File: config.mk
export PLATFORM = sky130hd
export DESIGN_NAME = tdls_ram
export DESIGN_NICKNAME = d
export VERILOG_FILES = /design/src/rtl/core/tdls_ram.sv
export SDC_FILE = /design/constraint.sdc
export NUM_CORES = 2
export LEC_CHECK = 0
export ABC_AREA = 0
export BUFFER_PORTS_ARGS = -buffer_cell sky130_fd_sc_hd__buf_2
export CAP_MARGIN = 20
export CORE_MARGIN = 2
export CORE_UTILIZATION = 44
export DETAILED_ROUTE_END_ITERATION = 7
export GPL_TIMING_DRIVEN = 0
export PLACE_DENSITY_LB_ADDON = 0.1
export SETUP_SLACK_MARGIN = 0.3
export SYNTH_ARGS = -nofsm -noshare
export SYNTH_HDL_FRONTEND = slang
export SYNTH_SLANG_ARGS = --single-unit
File: constraint.sdc
create_clock -name i_clk -period 4.8 [get_ports i_clk]
set_input_delay 0.72 -clock i_clk [delete_from_list [all_inputs] [get_ports i_clk]]
set_output_delay 0.72 -clock i_clk [all_outputs]
set_load 0.02 [all_outputs]
File: src/rtl/core/tdls_ram.sv
`timescale 1ns / 1ps
`default_nettype none

module tdls_ram #(
    parameter int WIDTH = 32,
    parameter int DEPTH = 64
) (
    input  wire                     i_clk,
    input  wire                     i_we,
    input  wire [$clog2(DEPTH)-1:0] i_waddr,
    input  wire [WIDTH-1:0]         i_wdata,
    input  wire [$clog2(DEPTH)-1:0] i_raddr,
    output logic [WIDTH-1:0]        o_rdata
);

    logic [WIDTH-1:0] r_mem [DEPTH];

    always_ff @(posedge i_clk) begin
        if (i_we) begin
            r_mem[i_waddr] <= i_wdata;
        end
        o_rdata <= r_mem[i_raddr];
    end

endmodule

`default_nettype wire

==> run summary <==
Hold path start - i_wdata[8]
CTS Buf Count - 211
Yosys top cell area share - 78.33%
Unrepaired setup endpoints after global routing - no
Fmax - 0.2205 GHz
EDFF count, synth - 2048
Port Buf Inserts - 69
WS Path Type - in2reg
Crit path arrival time - 5.23 ns
Reg-to-Reg End - o_rdata[18]
RePlAce Congestion - 0.8855
Critical-path cell with the highest stage delay - buf_1
Min-Delay Endpoint - r_mem[1][8]
Area leader, netlist - edfxtp_1
Grt met2 use - 44.61%
Ys flop type - edfxtp_1
Final ANT Viol Nets - 0
Clock Latency Late Sink - 0.87 ns
Clk buf depth - 3
Post-layout util - 51.68%
Worst r2r src - r_mem[31][18]
Leak - 28.65 nW
Gr ovfl total - 0
Largest cells by area after synthesis - edfxtp_1 78%, mux4_2 16%, mux2i_1 1.2%
Post-CTS Resized - 0
Core area - 177800 sq um
Yosys Warn Count - 0
Final period util - 94.47%
Peak VDD IR - 416.1 uV
Grt peak-use layer - met2
Status - complete, no violations
DRC - 0
All-layer global routing usage - 27.65%
Critical Path RT - 5.50 ns
CTS H-Tree Depth - 4
NumNets Final - 3795
X dimension of the die - 426.4 um
DIE HEIGHT - 426.4 um
Cell mode on critical path - buf_2
GR met3 Demand/Resource - 5.335%
Top Ports - 78
Dpl cells - 5874
Std cell rows - 155
Post-CTS Hold Buffers - 0
DP HPWL - 164.1 mm
Pwr per Cell Area - 418.5 nW/um^2
Worst Reg-to-Reg Cells - 4
Seq/Total Area, Yosys - 79.14%
Routed wire length - 249.1 mm
Vias/cell - 6.223
DRT iter0 DRCs - 5641
Yosys reg bits - 2080
Post-Synth XOR/XNOR Area - 0%
Post-synthesis compound-gate area fraction - 1.673%
Final Setup Violations - 0
Worst hold slack - 0.1879 ns
Design Area, Final - 91900 sq um
CP Launch Type - primary input
Ratio of cells with drive above 1 in the final layout - 30.39%
Clk sinks - 2080
Worst-path fanout max - 10
Avg Inst Size Synth - 23.62 sq um
Starting Density - 44.15%
Met1 global-route usage - 36.79%
Root Buffer - clkbuf_16
Most numerous cell in the Yosys netlist - edfxtp_1
CP peak stage delay - 0.87 ns
CTS tree - yes
First-pass GRT wire length - 333.4 mm
Post-route setup TNS - 0 ns
Post-CTS Setup Inserts - 0
Mapped Cells - 3324
Pin count of the biggest net entering global routing - 65
Main combinational cell family by area after synthesis - multiplexers
Final hold vios - 0
Max-cap violation count - 0
DR pass1 iterations - 6
Synth Net Count - 3370
Die Area - 181800 sq um
Critical Path End Type - flip-flop
WL per Instance - 39.63 um
Hold depth - 1
Area grow syn2layout - 17.05%
Worst Tran Pin Value - 1.236 ns
Worst min-delay path class - in2reg
Final Slew Violations - 0
Adder-Cell Fraction of Synth Area - 0%
Via count - 39120
Unique masters post-synth - 34
Minimum clock period - 4.535 ns
Worst Skew - 0.02424 ns
Post-synthesis mux area share - 16.79%
Vias in the first global route - 38880
Clock transition at the registers of the reported paths - 0.06 ns
Initial antenna violation count - 25
Simple-gate share of the synthesized area - 1.265%
Cell Area, Synth - 78520 sq um
Slew HR - 17.61%
DP Area - 84880 sq um
Worst path cell trace - buf_2 -> buf_2 -> buf_2 -> buf_1 -> nand3b_1 -> o221ai_1 -> a21oi_1 -> a21oi_1 -> nor2_1
Final Non-Filler Cells - 6286
Ys async rst share - 0%
Reg2reg setup slack - 2.10 ns
Synth cell count leaders - 2048 x edfxtp_1, 544 x mux4_2, 137 x nor2_1
==> per-layer routing <==
layer	share of wire, %	vias up	wire (um)
met4	4.8	6	11920
li1	-	15180	-
met2	49	2146	120900
met5	0.013	-	32
met3	8.4	432	20970
met1	38	21350	95300
==> final cells by class <==
| type | count | area (sq um) |
|---|---|---|
| Antenna cell | 6 | 15.01 |
| Buffer | 182 | 889.6 |
| Clock buffer | 276 | 5605 |
| Clock inverter | 113 | 1080 |
| Fill cell | 13630 | 85940 |
| Multi-Input combinational cell | 1062 | 15970 |
| Sequential cell | 2080 | 62140 |
| Tap cell | 2355 | 2947 |
| Timing Repair Buffer | 212 | 3259 |
==> worst max-delay path, delay by kind of cell <==
family,cells,cell delay (ns)
and+or+nand+nor,2,0.90
AOI/OAI and AO/OA,3,1.47
buffers and inverters,4,2.10
==> layout by cell type (no fill, tap or decap), types with 5 or more instances in the layout <==
cell type  instances
o221ai_1          27
buf_8             21
clkinv_1          52
mux4_2           544
clkinv_2          27
nor2_4            62
buf_2            126
buf_6             12
buf_1             20
nand2_1           26
clkbuf_1         130
nand3_1            5
edfxtp_1        2048
dfxtp_1           32
nor2_1            75
bufinv_16         16
o22ai_1           84
buf_16            32
a21oi_1           62
inv_6              5
a22oi_1           12
a311oi_1           8
buf_12            81
nor3_1             5
nand2b_1           8
mux2i_1           93
diode_2            6
buf_4             28
clkbuf_16        212
nand3b_1           5
clkbuf_8           6
nor2b_1           15
==> cell families (layout without fill, tap and decap cells) <==
group	Yosys count	count (layout)
and+or+nand+nor	223	223
muxes	637	637
DFF	2080	2080
other	0	6
AOI/OAI and AO/OA	202	202
buffers and inverters	182	783
==> power by group <==
| group | internal, W | leakage (nW) | switching [W] |
|---|---|---|---|
| Sequential | 0.0201 | 18.7 | 0.0000362 |
| Combinational | 0.000761 | 6.71 | 0.00154 |
| Clock | 0.00907 | 3.24 | 0.00694 |
==> how the worst max path moves through the flow <==
stage	startpoint	endpoint	slack, ns
final	i_raddr[1]	o_rdata[15]	0.27
after global routing	i_raddr[1]	o_rdata[15]	0.32
after CTS	i_raddr[1]	o_rdata[15]	0.35
after detailed placement	i_raddr[1]	o_rdata[15]	-0.58
after global placement	i_waddr[3]	r_mem[49][9]	-2.84
after floorplan	i_waddr[3]	r_mem[48][0]	0.92
==> registers in the layout, indices dropped and copies added, names as in the netlist <==
| signal | cells |
|---|---|
| r_mem | 2048 |
| o_rdata | 32 |
==> metrics by stage <==
stage                     worst slack, ns  power (W)
after floorplan                    0.9202    0.02155
after global placement             -2.840    0.02267
after detailed placement          -0.5779    0.02281
after CTS                          0.3516    0.03862
after global routing               0.3157    0.03937
final                              0.2652    0.03846
Power figures use the tool's default switching activity.
