<file path="config.mk">
export PLATFORM = sky130hd
export DESIGN_NAME = tdls_mul
export DESIGN_NICKNAME = d
export VERILOG_FILES = /design/src/rtl/core/tdls_pkg.sv /design/src/rtl/core/tdls_mul.sv
export SDC_FILE = /design/constraint.sdc
export NUM_CORES = 2
export LEC_CHECK = 0
export ABC_CLOCK_PERIOD_IN_PS = 6900
export BUFFER_PORTS_ARGS = -buffer_cell sky130_fd_sc_hd__clkbuf_2
export CAP_MARGIN = 20
export CORE_MARGIN = 2
export CORE_UTILIZATION = 52
export DETAILED_ROUTE_END_ITERATION = 8
export GPL_TIMING_DRIVEN = 0
export PLACE_DENSITY = 0.71
export SLEW_MARGIN = 15
export SYNTH_ARGS = -nofsm -noshare
export SYNTH_HDL_FRONTEND = slang
export SYNTH_SLANG_ARGS = --single-unit
</file>
<file path="constraint.sdc">
create_clock -name i_clk -period 6.9 [get_ports i_clk]
set_input_delay 0.69 -clock i_clk [delete_from_list [all_inputs] [get_ports i_clk]]
set_output_delay 0.69 -clock i_clk [all_outputs]
set_load 0.01 [all_outputs]
</file>
<file path="src/rtl/core/tdls_pkg.sv">
`timescale 1ns / 1ps
`default_nettype none

package tdls_pkg;

    localparam int MAX_LINE = 64;
    localparam int IDX_W    = $clog2(MAX_LINE);
    localparam int CNT_W    = IDX_W + 1;
    localparam int Q_W      = 32;
    localparam int DEN_W    = 34;
    localparam int RND_W    = 48;

    localparam logic [1:0] REG_OFF_COEF    = 2'd0;
    localparam logic [1:0] REG_DIAG_BASE   = 2'd1;
    localparam logic [1:0] REG_LINE_LENGTH = 2'd2;

    typedef enum logic [4:0] {
        S_LOAD,
        S_PIV_0,
        S_PIV_DIV,
        S_PIV_E,
        S_PIV_T,
        S_FW_RD0,
        S_FW_LD0,
        S_FW_RD,
        S_FW_MUL,
        S_FW_ADD,
        S_LS_RD,
        S_LS_MUL,
        S_LS_WR,
        S_BW_RD,
        S_BW_S,
        S_BW_WR,
        S_EM_RD,
        S_EM_OUT
    } t_state;

    typedef struct packed {
        logic             start;
        logic             nonpos;
        logic [DEN_W-1:0] den;
    } t_div_req;

    typedef struct packed {
        logic           done;
        logic           busy;
        logic [Q_W-1:0] quo;
    } t_div_rsp;

    // Product rounded to Q16.16, to nearest with ties upwards on the magnitude.
    function automatic logic [RND_W-1:0] f_rnd(input logic [2*Q_W-1:0] prod);
        logic [2*Q_W-1:0] s;
        s = prod + 64'd32768;
        return s[2*Q_W-1:16];
    endfunction

    function automatic logic [Q_W-1:0] f_sat_u(input logic [2*Q_W-1:0] prod);
        logic [RND_W-1:0] m;
        m = f_rnd(prod);
        return (m[RND_W-1:Q_W] != '0) ? {Q_W{1'b1}} : m[Q_W-1:0];
    endfunction

    // Rounded signed product from a magnitude product and its sign, saturated.
    function automatic logic signed [Q_W-1:0] f_sat_sq(input logic neg,
                                                      input logic [2*Q_W-1:0] prod);
        logic [RND_W-1:0] m;
        logic [Q_W-1:0]   r;
        m = f_rnd(prod);
        if (!neg) begin
            if (m > 48'h0000_7FFF_FFFF) r = 32'h7FFF_FFFF;
            else r = m[Q_W-1:0];
        end else begin
            if (m > 48'h0000_8000_0000) r = 32'h8000_0000;
            else r = 32'd0 - m[Q_W-1:0];
        end
        return r;
    endfunction

    function automatic logic signed [Q_W-1:0] f_sat_add(input logic signed [Q_W-1:0] a,
                                                       input logic signed [Q_W-1:0] b);
        logic [Q_W:0] s;
        logic [Q_W-1:0] r;
        s = {a[Q_W-1], a} + {b[Q_W-1], b};
        if (s[Q_W] != s[Q_W-1]) r = s[Q_W] ? 32'h8000_0000 : 32'h7FFF_FFFF;
        else r = s[Q_W-1:0];
        return r;
    endfunction

    function automatic logic [Q_W-1:0] f_abs(input logic signed [Q_W-1:0] x);
        return x[Q_W-1] ? (32'd0 - x) : x;
    endfunction

endpackage

`default_nettype wire

</file>
<file path="src/rtl/core/tdls_mul.sv">
`timescale 1ns / 1ps
`default_nettype none

module tdls_mul
    import tdls_pkg::*;
(
    input  wire                  i_clk,
    input  wire [Q_W-1:0]        i_a,
    input  wire [Q_W-1:0]        i_b,
    input  wire                  i_neg,
    output logic [2*Q_W-1:0]     o_prod,
    output logic                 o_neg
);

    logic [2*Q_W-1:0] r_prod;
    logic             r_neg;

    always_ff @(posedge i_clk) begin
        r_prod <= {32'd0, i_a} * {32'd0, i_b};
        r_neg  <= i_neg;
    end

    assign o_prod = r_prod;
    assign o_neg  = r_neg;

endmodule

`default_nettype wire

</file>
==> results.ini <==
[timing]
clock.fmax_mhz = 131
hold_slack_ns = 0.444
slew_headroom = 0.401
drv_slew = 0
period_needed_ns = 7.63
tightest_slew_ns = 0.899
timing.final.crit_share = 1.11
fin_ws_ns = -0.733
finalHoldViolCount = 0
finalSetupViolations = 35
rsz0062_at_grt = true

[outcome]
status = complete, but fails checks
violations = setup timing

[clock_network]
clock-root-buffer = clkbuf_16
clockBufferDepth = 2
cts_sinks = 65
cts_tree = built
cts_inserted_buffers = 9
cts_max_level = 3
cts.reportedPaths.clkPinSlew_ns = 0.06

[worst_setup_path]
crit_required_ns = 7.18
end_kind = register
arrival_ns = 7.91
critPathLaunchType = input port
crit_type = in -> reg
critPathMaxFanout = 10

[routing]
ant_nets = 0
wire_per_inst_um = 26.9
drc = 0
dr.pass1.iters = 6
drt_iter0_markers = 2585
viasPerCell = 5.78
drt_wl_total_mm = 131
vias = 28221

[yosys]
synth-seq-cells = 65
synth_edf_count = 0
synth.top_cell.area_share = 0.517
yosys_warnings = 0
postSynthCellCount = 3749
synth_most_common_cell = fa_1
netlist_top_cells_count = fa_1 (896), inv_1 (865), and2_1 (602)
synth_area_mm2 = 0.0347
mappedNetlistNets = 4974
synthFlopType = dfxtp_1
yosysTopAreaCell = fa_1
avgSynthCellArea_um2 = 9.25
synth_cell_types = 57
synthTopCellsByArea = fa_1 (52%), and2_1 (11%), ha_1 (9.5%)
ys_async_sr_fraction = 0
yosysSeqAreaShare = 0.0375

[global_route]
grt_overflow = 0
grt_pass1_wl_mm = 191
grt_usage = 0.385
grt_pass1_vias = 29660
grt_antenna_before_repair = 16
grt_max_degree = 14

[floorplanning]
die_y_um = 262
die-area_mm2 = 0.0688
initial_core_util = 0.527
io_pins = 131
num_rows = 94
core_mm2 = 0.0659
die-width_um = 262

[finish]
instances_no_fill = 4881
areaGrowthSynthToFinish_pct = 17.8
finalNetCount = 5224
postLayoutCoreUtil = 0.621
drive_above_1_share = 0.165

[hold_path]
hp-class = in -> reg

[placement]
io_buffers = 130
dp_hpwl_mm = 105
gp_congestion = 1.08
dpl.cell_count = 4743
pre_cts_ws_ns = -2.10

[flow_run]
maxCapViolCount = 0

layer usage:
layer / GRT usage / vias to the layer above / wire length (µm)
met3: 0.106 / 632 / 15800
met5: 0 / - / 14
li1: - / 11379 / -
met2: 0.577 / 1890 / 57400
met1: 0.469 / 14318 / 44600
met4: 0.307 / 2 / 13500
sequential cells by signal, summed over array words and instances (netlist names):
| name | cells |
|---|---|
| o_neg | 1 |
| o_prod | 64 |
logic make-up after synthesis:
| logic type | Yosys count | share of synthesized area |
|---|---|---|
| buf+inv | 1085 | 0.118 |
| fa+ha+maj | 1159 | 0.612 |
| flops | 65 | 0.0375 |
| xor+xnor | 60 | 0.0151 |
| compound gates | 202 | 0.0415 |
| simple gates | 1177 | 0.176 |
| mux | 1 | 0.000289 |
worst max-delay path: stages:
cell and delay [ns]:
clkbuf_2 0.18, clkbuf_4 0.28, and2_1 0.19, fa_1 0.48, fa_1 0.50, fa_1 0.53
inv_1 0.06, fa_1 0.51, inv_1 0.07, fa_1 0.49, fa_2 0.60, fa_2 0.48
fa_1 0.49, ha_1 0.31, buf_6 0.13, nand4_1 0.08, or4_4 0.50, or3_4 0.39
a31oi_4 0.29, a31o_4 0.24, a211oi_4 0.08, o21ai_2 0.18, xor2_1 0.16
area by class of cell:
type	instances	area [µm²]
repair buffers	250	2050
clock buffers	9	225
multi-input cells	2599	30200
plain buffers	209	2710
well taps	864	1080
fillers	5517	25000
inverters	865	3250
diodes	13	32.5
clock inverters	7	77.6
flip-flops and latches	65	1300
worst paths after layout:
kind	slack (ns)	cells after the start	from	endpoint
max	-0.73	23	i_b[6]	o_prod[62]
min	0.44	1	i_neg	o_neg
stage by stage:
| stage | area [µm²] | setup TNS [ns] |
|---|---|---|
| 2_1_floorplan | 35100 | -2.24 |
| 3_3_place_gp | 36900 | -57.61 |
| 3_5_place_dp | 36900 | -59.86 |
| 4_1_cts | 40400 | -10.90 |
| 5_1_grt | 40900 | -18.95 |
| 6_report | 40900 | -14.38 |
cell usage in the layout (no fill, tap or decap), types with 12 or more instances in the layout:
cell type	count
a21o_1	40
a21oi_1	42
a21oi_2	19
and2_1	575
and2_4	27
and3_1	13
buf_4	97
buf_6	33
buf_8	12
clkbuf_1	20
clkbuf_16	64
clkbuf_2	112
clkbuf_4	47
clkbuf_8	70
dfxtp_1	65
diode_2	13
fa_1	837
fa_2	59
ha_1	244
ha_4	19
inv_1	841
inv_2	24
nand2_1	471
nand4_1	23
nor2_1	18
o21ai_0	15
xnor2_1	33
xor2_1	25
timing repair:
item | CTS | global route
hold buffers | 0 | 0
gates cloned | 5 | 0
setup endpoints to repair | 44 | 40
gates resized for setup | 607 | 131
pin swaps | 96 | 70
buffers inserted | 88 | 28
Power is not shown: default switching activity piles up to over one toggle a cycle in this logic, so the estimate is an artifact.
