### src/rtl/core/tdls_pkg.sv
`timescale 1ns / 1ps
`default_nettype none

package tdls_pkg;

    localparam int MAX_LINE = 64;
    localparam int IDX_W    = $clog2(MAX_LINE);
    localparam int CNT_W    = IDX_W + 1;
    localparam int Q_W      = 32;
    localparam int DEN_W    = 34;
    localparam int RND_W    = 48;

    localparam logic [1:0] REG_OFF_COEF    = 2'd0;
    localparam logic [1:0] REG_DIAG_BASE   = 2'd1;
    localparam logic [1:0] REG_LINE_LENGTH = 2'd2;

    typedef enum logic [4:0] {
        S_LOAD,
        S_PIV_0,
        S_PIV_DIV,
        S_PIV_E,
        S_PIV_T,
        S_FW_RD0,
        S_FW_LD0,
        S_FW_RD,
        S_FW_MUL,
        S_FW_ADD,
        S_LS_RD,
        S_LS_MUL,
        S_LS_WR,
        S_BW_RD,
        S_BW_S,
        S_BW_WR,
        S_EM_RD,
        S_EM_OUT
    } t_state;

    typedef struct packed {
        logic             start;
        logic             nonpos;
        logic [DEN_W-1:0] den;
    } t_div_req;

    typedef struct packed {
        logic           done;
        logic           busy;
        logic [Q_W-1:0] quo;
    } t_div_rsp;

    // Product rounded to Q16.16, to nearest with ties upwards on the magnitude.
    function automatic logic [RND_W-1:0] f_rnd(input logic [2*Q_W-1:0] prod);
        logic [2*Q_W-1:0] s;
        s = prod + 64'd32768;
        return s[2*Q_W-1:16];
    endfunction

    function automatic logic [Q_W-1:0] f_sat_u(input logic [2*Q_W-1:0] prod);
        logic [RND_W-1:0] m;
        m = f_rnd(prod);
        return (m[RND_W-1:Q_W] != '0) ? {Q_W{1'b1}} : m[Q_W-1:0];
    endfunction

    // Rounded signed product from a magnitude product and its sign, saturated.
    function automatic logic signed [Q_W-1:0] f_sat_sq(input logic neg,
                                                      input logic [2*Q_W-1:0] prod);
        logic [RND_W-1:0] m;
        logic [Q_W-1:0]   r;
        m = f_rnd(prod);
        if (!neg) begin
            if (m > 48'h0000_7FFF_FFFF) r = 32'h7FFF_FFFF;
            else r = m[Q_W-1:0];
        end else begin
            if (m > 48'h0000_8000_0000) r = 32'h8000_0000;
            else r = 32'd0 - m[Q_W-1:0];
        end
        return r;
    endfunction

    function automatic logic signed [Q_W-1:0] f_sat_add(input logic signed [Q_W-1:0] a,
                                                       input logic signed [Q_W-1:0] b);
        logic [Q_W:0] s;
        logic [Q_W-1:0] r;
        s = {a[Q_W-1], a} + {b[Q_W-1], b};
        if (s[Q_W] != s[Q_W-1]) r = s[Q_W] ? 32'h8000_0000 : 32'h7FFF_FFFF;
        else r = s[Q_W-1:0];
        return r;
    endfunction

    function automatic logic [Q_W-1:0] f_abs(input logic signed [Q_W-1:0] x);
        return x[Q_W-1] ? (32'd0 - x) : x;
    endfunction

endpackage

`default_nettype wire

### src/rtl/core/tdls_div.sv
`timescale 1ns / 1ps
`default_nettype none

module tdls_div
    import tdls_pkg::*;
(
    input  wire            i_clk,
    input  wire            i_rst_n,
    input  wire t_div_req  i_req,
    output t_div_rsp       o_rsp
);

    logic             r_busy, n_busy;
    logic             r_done, n_done;
    logic [5:0]       r_cnt, n_cnt;
    logic [DEN_W:0]   r_rem, n_rem;
    logic [DEN_W-1:0] r_quo, n_quo;
    logic [DEN_W-1:0] r_div, n_div;
    logic [Q_W-1:0]   r_q, n_q;
    logic [DEN_W:0]   w_sh;
    logic             w_ge;

    // Restoring division of 2^32 + den/2 by den, one quotient bit a cycle.
    always_comb begin
        w_sh  = {r_rem[DEN_W-1:0], r_quo[DEN_W-1]};
        w_ge  = w_sh >= {1'b0, r_div};
        n_busy = r_busy;
        n_done = 1'b0;
        n_cnt  = r_cnt;
        n_rem  = r_rem;
        n_quo  = r_quo;
        n_div  = r_div;
        n_q    = r_q;
        if (i_req.start) begin
            if (i_req.nonpos) begin
                n_q    = {Q_W{1'b1}};
                n_done = 1'b1;
            end else begin
                n_busy = 1'b1;
                n_cnt  = 6'(DEN_W - 1);
                n_rem  = '0;
                n_div  = i_req.den;
                n_quo  = 34'h1_0000_0000 + {1'b0, i_req.den[DEN_W-1:1]};
            end
        end else if (r_busy) begin
            n_rem = w_ge ? (w_sh - {1'b0, r_div}) : w_sh;
            n_quo = {r_quo[DEN_W-2:0], w_ge};
            n_cnt = r_cnt - 6'd1;
            if (r_cnt == 6'd0) begin
                n_busy = 1'b0;
                n_done = 1'b1;
                n_q    = (n_quo[DEN_W-1:Q_W] != '0) ? {Q_W{1'b1}} : n_quo[Q_W-1:0];
            end
        end
    end

    always_ff @(posedge i_clk) begin
        if (!i_rst_n) begin
            r_busy <= 1'b0;
            r_done <= 1'b0;
        end else begin
            r_busy <= n_busy;
            r_done <= n_done;
        end
        r_cnt <= n_cnt;
        r_rem <= n_rem;
        r_quo <= n_quo;
        r_div <= n_div;
        r_q   <= n_q;
    end

    assign o_rsp.done = r_done;
    assign o_rsp.busy = r_busy;
    assign o_rsp.quo  = r_q;

endmodule

`default_nettype wire

### config.mk
export PLATFORM = sky130hd
export DESIGN_NAME = tdls_div
export DESIGN_NICKNAME = d
export VERILOG_FILES = /design/src/rtl/core/tdls_pkg.sv /design/src/rtl/core/tdls_div.sv
export SDC_FILE = /design/constraint.sdc
export NUM_CORES = 1
export LEC_CHECK = 0
export ABC_AREA = 1
export BUFFER_PORTS_ARGS = -buffer_cell sky130_fd_sc_hd__buf_2
export CAP_MARGIN = 0
export CORE_MARGIN = 4
export CORE_UTILIZATION = 35
export CTS_BUF_LIST = sky130_fd_sc_hd__clkbuf_8
export CTS_CLUSTER_DIAMETER = 30
export DETAILED_ROUTE_END_ITERATION = 7
export GPL_TIMING_DRIVEN = 0
export SLEW_MARGIN = 40
export SYNTH_ARGS = -nofsm -noshare
export SYNTH_HDL_FRONTEND = slang
export SYNTH_SLANG_ARGS = --single-unit
### constraint.sdc
create_clock -name i_clk -period 3.4 [get_ports i_clk]
set_input_delay 0.68 -clock i_clk [delete_from_list [all_inputs] [get_ports i_clk]]
set_output_delay 0.68 -clock i_clk [all_outputs]
set_load 0.005 [all_outputs]
==> results of run 1 <==
[synth_stat cells (2+ instances only)]
library cell  count
xor2_1           16
ha_1             36
a21oi_1          30
nand3b_1          7
inv_1           169
edfxtp_1        140
and2_1            3
nor2_2            2
buf_4             2
nand4_1           6
a21o_1            2
o21ai_1           2
nor2_1          132
or2_2             3
inv_2             3
nand3_1          27
dfxtp_1           2
clkbuf_1         13
nor3_1            2
o21a_1            2
buf_6             6
nand2_2           2
nand2_1         320
o21bai_1         29
o21ai_0          39
[worst max-delay path by stage]
stage / from / slack, ns / endpoint
after global routing: r_rem[7] / 0.58 / r_rem[29]
after detailed placement: i_req[35] / 0.45 / r_div[6]
after global placement: i_req[35] / -1.53 / r_rem[7]
after CTS: r_quo[33] / 0.75 / r_rem[30]
after floorplan: i_req[35] / 0.02 / r_cnt[0]
final: r_rem[7] / 0.78 / r_rem[29]
[cell usage in the layout (no fill, tap or decap), types with 7 or more instances in the layout]
| cell | instances |
|---|---|
| xor2_1 | 16 |
| ha_1 | 36 |
| nand2_1 | 319 |
| inv_1 | 171 |
| clkbuf_1 | 13 |
| buf_2 | 71 |
| clkbuf_8 | 17 |
| edfxtp_1 | 140 |
| o21ai_0 | 39 |
| nor2_1 | 131 |
| o21bai_1 | 29 |
| nand3b_1 | 7 |
| nand3_1 | 27 |
| a21oi_1 | 30 |
[stage by stage]
stage / power [mW] / utilization (%) / setup TNS (ns) / cell area (um2) / setup slack (ns)
floorplan: 3.33 / - / 0 / 8350 / 0.0227
global placement: 3.74 / 38.8 / -149.66 / 9100 / -1.53
detailed placement: 3.75 / 39.1 / 0 / 9180 / 0.449
CTS: 5.03 / 40.6 / 0 / 9540 / 0.750
global route: 5.33 / 40.7 / 0 / 9540 / 0.582
finish: 5.00 / 40.7 / 0 / 9540 / 0.777
[worst max-delay path: stages, from the launching register on]
cell      delay, ns
edfxtp_1       0.46
ha_1           0.42
nand2_1        0.12
nor2_1         0.18
inv_1          0.06
nor2_1         0.08
nand2_1        0.07
nand3_2        0.13
nand2_2        0.10
nand2_2        0.11
nand2_4        0.10
nand2_8        0.12
buf_6          0.16
nand2_1        0.07
nor2_1         0.12
nor2_1         0.07
[cell families after synthesis]
family | share of synthesized area (%)
AO/OA/AOI/OAI | 7.51
AND/OR/NAND/NOR | 24.8
XOR/XNOR | 1.78
adder cells (fa/ha/maj) | 5.63
buffers and inverters | 9.47
flip-flops | 50.8
[flip-flops by register name, indices dropped and copies added, names as in the netlist]
name	flops
r_cnt	6
r_quo	34
r_div	34
r_done	1
r_rem	34
r_q	32
r_busy	1
[layout make-up]
class,instances,share of cell area (%)
inverter,174,6.87
timing repair buffer,74,4.30
sequential,142,44.5
tap,319,4.18
clock buffer,17,2.45
buffer,22,1.42
multi-input combinational,671,35.0
clock inverter,14,1.28
[layer usage]
| layer | vias to the layer above | global-route usage, % | wire (um) |
|---|---|---|---|
| met1 | 3017 | 22.5 | 10300 |
| met5 | - | 0 | 0 |
| met3 | 31 | 2.35 | 572 |
| met2 | 106 | 25.5 | 9230 |
| met4 | 0 | 5.96 | 518 |
| li1 | 3382 | - | - |
[power by group through the flow]
stage	sequential (mW)	combinational, mW	clock [mW]
floorplan	2.22	1.11	0
global placement	2.24	1.49	0
detailed placement	2.24	1.51	0
CTS	2.20	1.52	1.31
global route	2.22	1.73	1.38
finish	2.20	1.52	1.27
==> metrics.md, run 1 <==
| Metric | Value |
|---|---|
| Sequential cell area fraction in the yosys report | `50.8%` |
| Vias | `approximately 6500` |
| Final min period | `around 2.6 ns` |
| Chip Width | `~160 um` |
| Hold path cells | `1` |
| Rel. slew slack | `51.5%` |
| Setup CP Type | `flip-flop to flip-flop` |
| Latest clock arrival within the worst-skew pair | `~0.46 ns` |
| Worst vdd ir | `about 0.3 mV` |
| Routed WL | `just over 20000 um` |
| Final Non-Filler Cells | `about 1400` |
| Logic pwr share | `between 30% and 40%` |
| Total of warnings raised by yosys | `0` |
| Clock sinks | `~140` |
| DP Wirelength | `around 16000 um` |
| # hold bufs at CTS | `0` |
| FILL cells | `between 2000 and 2500` |
| Final Hold Fails | `0` |
| Longest Clk Path Bufs | `2` |
| LEAKAGE | `approximately 4.4 nW` |
| # diodes | `0` |
| Routability Congestion | `approximately 0.9` |
| Synthesized cell area | `about 8400 um2` |
| Inst Count DP | `about 1400` |
| Post-CTS Resized | `0` |
| Synthesized flop and latch total | `142` |
| CP Data Arrival Time | `about 2.8 ns` |
| Router iterations before antenna repair | `7` |
| Cells after Synth | `1009` |
| Reg2reg setup slack | `just under 0.8 ns` |
| Hold EP | `r_div[0]` |
| H-tree depth | `4` |
| Row count | `56` |
| RSZ-0062 raised after global routing | `false` |
| Antenna Nets Post-Route | `0` |
| Number of max-cap violations | `0` |
| Number of synthesized flops with an enable pin | `140` |
| Hold slack | `between 0.3 and 0.4 ns` |
| Vias per cell | `about 4.6` |
| Vias in the first global route | `between 6000 and 7000` |
| I/O pins | `a little over 70` |
| Pwr Density | `524 nW/um2` |
| P&R area growth vs syn | `14.3%` |
| Yosys cell types | `39` |
| Clock buffer count from CTS | `17` |
| Yosys top cell area share | `between 50% and 60%` |
| Final max-slew violation count | `0` |
| Initial Utilization | `a little over a third` |
| Global-route wire length before repair | `33200 um` |
| Internal | `around 3.2 mW` |
| Syn nets | `between 1000 and 1500` |
| Die height | `~160 um` |
| Sw Ratio | `35.3%` |
| Top_reg_cell synth | `edfxtp_1` |
| Startpoint types | `flip-flop` |
| Multi-input logic area | `3340 um2` |
| CP max FO | `10` |
| Root Driver | `clkbuf_8` |
| Syn Area/Cell | `8.28 um2` |
| Slew @ Worst Pin | `0.728 ns` |
| Number of DRC markers in iteration 0 | `approximately 490` |
| Final Setup Violations | `0` |
| Critical R2R Launch | `r_rem[7]` |
| DR DRC count | `0` |
| CP required | `3.61 ns` |
| Min-Delay Startpoint | `i_req[0]` |
| Routed WL per cell | `14.4 um` |
| Final Skew | `~0.022 ns` |
| Core area | `23500 um2` |
| CTS tree | `built` |
| GRT overflow | `0` |
| Ratio of cells with drive above 1 in the final layout | `a little under an eighth` |
| Max Freq | `around 380 MHz` |
| Synth top area cells | `edfxtp_1, nand2_1, inv_1` |
| Die Footprint | `between 20000 and 30000 um2` |
| Worst reg2reg path depth | `15` |
| Period utilisation layout | `77.1%` |
| Critical Path End Type | `flip-flop` |
| Initial antenna violation count | `0` |
| Reg area | `about 4200 um2` |
| Reg2reg end | `r_rem[29]` |
| Clk pwr share | `approximately 26%` |
| Leading area contributor after synthesis | `edfxtp_1` |
| Worst Hold Class | `primary input to flip-flop` |
| Setup repair bufs after CTS | `0` |
| Largest net degree at the start of global routing | `37` |
| Status | `finished, final reports clean` |
| Worst-path clk slew | `about 0.090 ns` |
| Fin nets | `1177` |
| Fraction of registers with async set/reset | `0%` |
| Overall global routing resource usage | `between 10% and 20%` |
| Input/output buffers | `71` |
| Flop pwr share | `44.0%` |
| NetSw | `1.77 mW` |
No activity file was read; power rests on OpenSTA's default activity.
==> run 2: changes to the inputs <==
- clock period: 3.4 -> 2.39 ns (I/O delays scaled with it)
==> metrics.md, run 2 (synthesis gave the netlist of run 1 again) <==
| Metric | Value |
|---|---|
| Failing checks | `negative setup slack` |
| Fin nets | `1203` |
| Routed WL per cell | `around 15 um` |
| Status | `complete, but fails checks` |
| Antenna Nets Post-Route | `0` |
| Period utilisation layout | `101%` |
| Worst path slowest cell | `edfxtp_1` |
| Reg2reg end | `r_rem[12]` |
| Post-route setup slack | `-0.0136 ns` |
| Routability Congestion | `0.916` |
| Critical Path End Type | `flip-flop` |
| Input/output buffers | `between 70 and 80` |
| I/O pins | `between 70 and 80` |
| Clock buffer count from CTS | `17` |
| Die height | `between 150 and 200 um` |
| Max Freq | `around 420 MHz` |
| Ratio of cells with drive above 1 in the final layout | `23.4%` |
| Final Skew | `0.0235 ns` |
| Worst-path clk slew | `~0.10 ns` |
| Crit path top cell by count | `nand2_2` |
| Rel. slew slack | `56.7%` |
| Worst reg2reg path depth | `13` |
| Min-Delay Startpoint | `i_req[0]` |
| Latest clock arrival within the worst-skew pair | `roughly 0.46 ns` |
| Cell area after placement | `about 9000 um2` |
| Largest net degree at the start of global routing | `38` |
| Final core area utilization | `between 40 and 50%` |
| GRT overflow | `0` |
| CP required | `~2.6 ns` |
| LEAKAGE | `4.68 nW` |
| Chip Width | `about 160 um` |
| Longest Clk Path Bufs | `2` |
| Slowest stage delay, CP | `0.49 ns` |
| Row count | `56` |
| CP max FO | `6` |
| Critical R2R Launch | `r_rem[7]` |
| Clock sinks | `between 100 and 150` |
| Hold path cells | `1` |
| Crit-path leading delay family | `simple AND/OR/NAND/NOR gates` |
| Vias per cell | `4.64` |
| Router iterations before antenna repair | `5` |
| CP Data Arrival Time | `2.60 ns` |
| Vias | `approximately 6800` |
| Final Setup Violations | `3` |
| DP Wirelength | `between 15000 and 20000 um` |
| H-tree depth | `4` |
| CP bufs+invs | `3` |
| Reg2reg setup slack | `-0.01 ns` |
| Overall global routing resource usage | `16.7%` |
| Die Footprint | `approximately 26000 um2` |
| Vias in the first global route | `approximately 6700` |
| Hold EP | `r_div[0]` |
| Slew @ Worst Pin | `0.650 ns` |
| Startpoint types | `flip-flop` |
| Hold slack | `approximately 0.21 ns` |
| Number of DRC markers in iteration 0 | `a little over 500` |
| Tot Pwr | `roughly 7.9 mW` |
| Initial Utilization | `35.6%` |
| Setup CP Type | `flip-flop to flip-flop` |
| # diodes | `0` |
| Routed WL | `around 22000 um` |
| Worst vdd ir | `between 0.4 and 0.5 mV` |
| Commonest non-fill, non-tap cell in the layout | `nand2_1` |
| Worst slack at placement | `-0.542 ns` |
| Initial antenna violation count | `0` |
| CP Cell Sequence | `ha_4, nand2_4, inv_4, nand2_2, nor2_4, nand2_2, nor3_4, a21oi_4, nand2_8, inv_6, clkbuf_16, nor2_2, nor2_1` |
| CTS tree | `built` |
| Most frequent cells in the layout | `nand2_1, inv_1, edfxtp_1, nor2_1, buf_2` |
| Number of max-cap violations | `0` |
| Final Hold Fails | `0` |
| Final Non-Filler Cells | `between 1000 and 1500` |
| Biggest regs | `r_div (34), r_quo (34), r_rem (34)` |
| Final min period | `2.40 ns` |
| Setup TNS | `-0.0241 ns` |
| P&R area growth vs syn | `25.0%` |
| Global-route wire length before repair | `between 30000 and 40000 um` |
| Pwr Density | `756 nW/um2` |
| Final instance area | `roughly 10000 um2` |
| DR DRC count | `0` |
| Inst Count DP | `approximately 1400` |
| Root Driver | `clkbuf_8` |
| Final max-slew violation count | `0` |
| Worst Hold Class | `primary input to flip-flop` |
| Core area | `23500 um2` |
| RSZ-0062 raised after global routing | `true` |
==> run 2: cell count changes in the layout (fill, tap and decap cells not counted), sizes merged <==
cell	before	now
buf	83	107
inv	178	180
clkinvlp	3	4
clkinv	6	2
o21a	2	3
clkbuf	30	32
bufinv	1	2
==> run 2: final cells by class <==
class | count | area, um2
Clock buffer | 18 | 248
Buffer | 22 | 160
Sequential cell | 142 | 4240
Timing Repair Buffer | 99 | 603
Fill cell | 2291 | 13000
Tap cell | 319 | 399
Multi-Input combinational cell | 672 | 3980
Clock inverter | 14 | 145
Inverter | 174 | 661
==> run 2: per-layer routing <==
metal	routed length (um)	vias to the layer above	track usage [%]
li1	-	3437	-
met1	10400	3140	23.0
met2	10100	176	26.9
met3	967	25	2.53
met4	565	0	5.50
met5	0	-	0
==> run 2: worst max-delay path by stage <==
stage	start	to	slack (ns)	depth (start not counted)
after CTS	r_rem[12]	r_rem[29]	-0.0006	13
after floorplan	i_req[35]	r_div[0]	0.07	3
final	r_rem[7]	r_rem[12]	-0.01	13
after global placement	i_req[35]	r_div[7]	-1.0	4
after detailed placement	i_req[35]	r_rem[7]	-0.54	5
after global routing	r_rem[8]	r_rem[15]	-0.08	15
==> run 2: report_power, final <==
group	switching, mW	total (mW)	internal, mW
Combinational	1.65	2.76	1.11
Sequential	0.136	3.17	3.04
Clock	1.01	1.96	0.958
==> run 2: timing repair <==
action	CTS	global route
setup buffers	14	11
endpoints found under the setup margin	73	46
pin swaps	15	31
gates resized for setup	45	99
hold buffers	0	0
cloned	1	1
==> run 3: changes to the inputs <==
- clock period: 2.39 -> 2.7 ns (I/O delays scaled with it)
==> metrics.md, run 3 (synthesis gave the netlist of run 1 again) <==
| Metric | Value |
|---|---|
| Final max-slew violation count | `0` |
| Pwr Density | `about 660 nW/um2` |
| CP Data Arrival Time | `approximately 2.7 ns` |
| Inst Count DP | `1401` |
| DP Wirelength | `16100 um` |
| Vias | `6561` |
| I/O pins | `72` |
| Fin nets | `about 1200` |
| Clock sinks | `142` |
| Slowest stage delay, CP | `slightly below 0.4 ns` |
| FILL cells | `2414` |
| Number of DRC markers in iteration 0 | `approximately 370` |
| Initial Utilization | `35.6%` |
| Die height | `162 um` |
| Core area | `23500 um2` |
| Routed WL | `between 20000 and 25000 um` |
| Vias per cell | `approximately 4.6` |
| Status | `finished, final reports clean` |
| Longest Clk Path Bufs | `2` |
| CP max FO | `10` |
| Critical Path End Type | `flip-flop` |
| # hold bufs at CTS | `0` |
| Final Setup Violations | `0` |
| Final min period | `approximately 2.5 ns` |
| RSZ-0062 raised after global routing | `false` |
| Latest clock arrival within the worst-skew pair | `approximately 0.45 ns` |
| Root Driver | `clkbuf_8` |
| Final Non-Filler Cells | `1435` |
| Cell area after placement | `about 9200 um2` |
| LEAKAGE | `4.44 nW` |
| Global-route wire length before repair | `between 30000 and 40000 um` |
| Row count | `56` |
| Clock buffer count from CTS | `17` |
| # diodes | `0` |
| Vias in the first global route | `6493` |
| Final Hold Fails | `0` |
| Startpoint types | `flip-flop` |
| Most frequent cells in the layout | `nand2_1, inv_1, edfxtp_1, nor2_1, buf_2` |
| DR DRC count | `0` |
| Ratio of cells with drive above 1 in the final layout | `about 12%` |
| Overall global routing resource usage | `~16%` |
| CP required | `approximately 2.9 ns` |
| CTS tree | `built` |
| Initial antenna violation count | `0` |
| Routability Congestion | `0.913` |
| Max Freq | `397 MHz` |
| Crit path top cell by count | `nor2_1` |
| Die Footprint | `26400 um2` |
| Router iterations before antenna repair | `5` |
| GRT overflow | `0` |
| CP Cell Sequence | `ha_1, inv_1, nor2_1, nand3_1, nor3_4, a21oi_4, nand2_8, inv_4, buf_6, nor2_1, nor2_1` |
| Rel. slew slack | `between 50% and 60%` |
| Worst path slowest cell | `edfxtp_1` |
| Slew @ Worst Pin | `roughly 0.7 ns` |
| Input/output buffers | `71` |
| Worst vdd ir | `0.373 mV` |
| Multi-input logic area | `roughly 3400 um2` |
| Period utilisation layout | `about 93%` |
| Largest net degree at the start of global routing | `39` |
| Worst Hold Class | `primary input to flip-flop` |
| Final instance area | `9570 um2` |
| Setup TNS | `0 ns` |
| Setup CP Type | `flip-flop to flip-flop` |
| P&R area growth vs syn | `14.6%` |
| H-tree depth | `4` |
| Antenna Nets Post-Route | `0` |
| Worst-path clk slew | `approximately 0.080 ns` |
| Biggest regs | `r_div (34), r_quo (34), r_rem (34)` |
| Number of max-cap violations | `0` |
| Final Skew | `~0.023 ns` |
| Commonest non-fill, non-tap cell in the layout | `nand2_1` |
| Routed WL per cell | `14.3 um` |
| Chip Width | `162 um` |
| Reg area | `about 4200 um2` |
-- run 3: cell types whose count changed in the layout (fill, tap and decap cells not counted), sizes merged --
cell and delta:
bufinv -1, inv -1, clkinvlp +1, clkinv +2, buf -23, o21a -1, clkbuf -2
-- run 3: through the flow --
stage | hold slack (ns) | worst slack, ns | total power, mW | util, %
CTS | 0.229 | 0.0142 | 6.33 | 40.6
detailed placement | 0.504 | -0.274 | 4.71 | 39.0
finish | 0.269 | 0.180 | 6.30 | 40.8
floorplan | 0.488 | 0.208 | 4.19 | -
global route | 0.249 | 0.00638 | 6.71 | 40.8
global placement | 0.498 | -0.959 | 4.70 | 38.8
-- run 3: worst paths after layout --
kind | startpoint | end | slack (ns) | depth (start not counted)
setup / recovery | r_rem[32] | r_rem[18] | 0.18 | 11
hold reg to reg | r_quo[4] | r_q[5] | 0.52 | 2
setup reg to reg | r_rem[32] | r_rem[18] | 0.18 | 11
hold / removal | i_req[0] | r_div[0] | 0.27 | 1
-- run 3: final cells by class --
cell class	count	area share [%]
sequential	142	44.3
multi-input combinational	671	35.3
inverter	174	6.85
timing repair buffer	75	4.24
tap	319	4.17
clock buffer	17	2.44
buffer	22	1.41
clock inverter	15	1.28
-- run 3: what timing repair did --
| item | 4_1_cts | 5_1_grt |
|---|---|---|
| hold endpoints to repair | 0 | 0 |
| setup endpoints to repair | 0 | 24 |
| setup buffers | 0 | 2 |
| gates resized for setup | 0 | 7 |
-- run 3: report_power, final --
part | leakage, nW | total [mW] | internal (mW) | switching (mW)
clock network | 0.173 | 1.60 | 0.723 | 0.876
logic | 2.95 | 1.93 | 0.669 | 1.26
registers | 1.32 | 2.77 | 2.68 | 0.0864
-- run 3: worst max-delay path, delay by kind of cell, from the launching register on --
family | cells | cell delay [ns]
buffers and inverters | 3 | 0.27
adders and majority gates | 1 | 0.34
DFF | 1 | 0.39
AOI/OAI and AO/OA | 1 | 0.16
and+or+nand+nor | 6 | 1.12
-- run 3: routing by layer --
layer  global-route usage (%)  routed length, um  up-vias
met2                     26.0               9490      122
met3                     2.71                682       18
met4                     4.15                286        0
li1                         -                  -     3393
met5                        0                  0        -
met1                     22.3              10100     3028
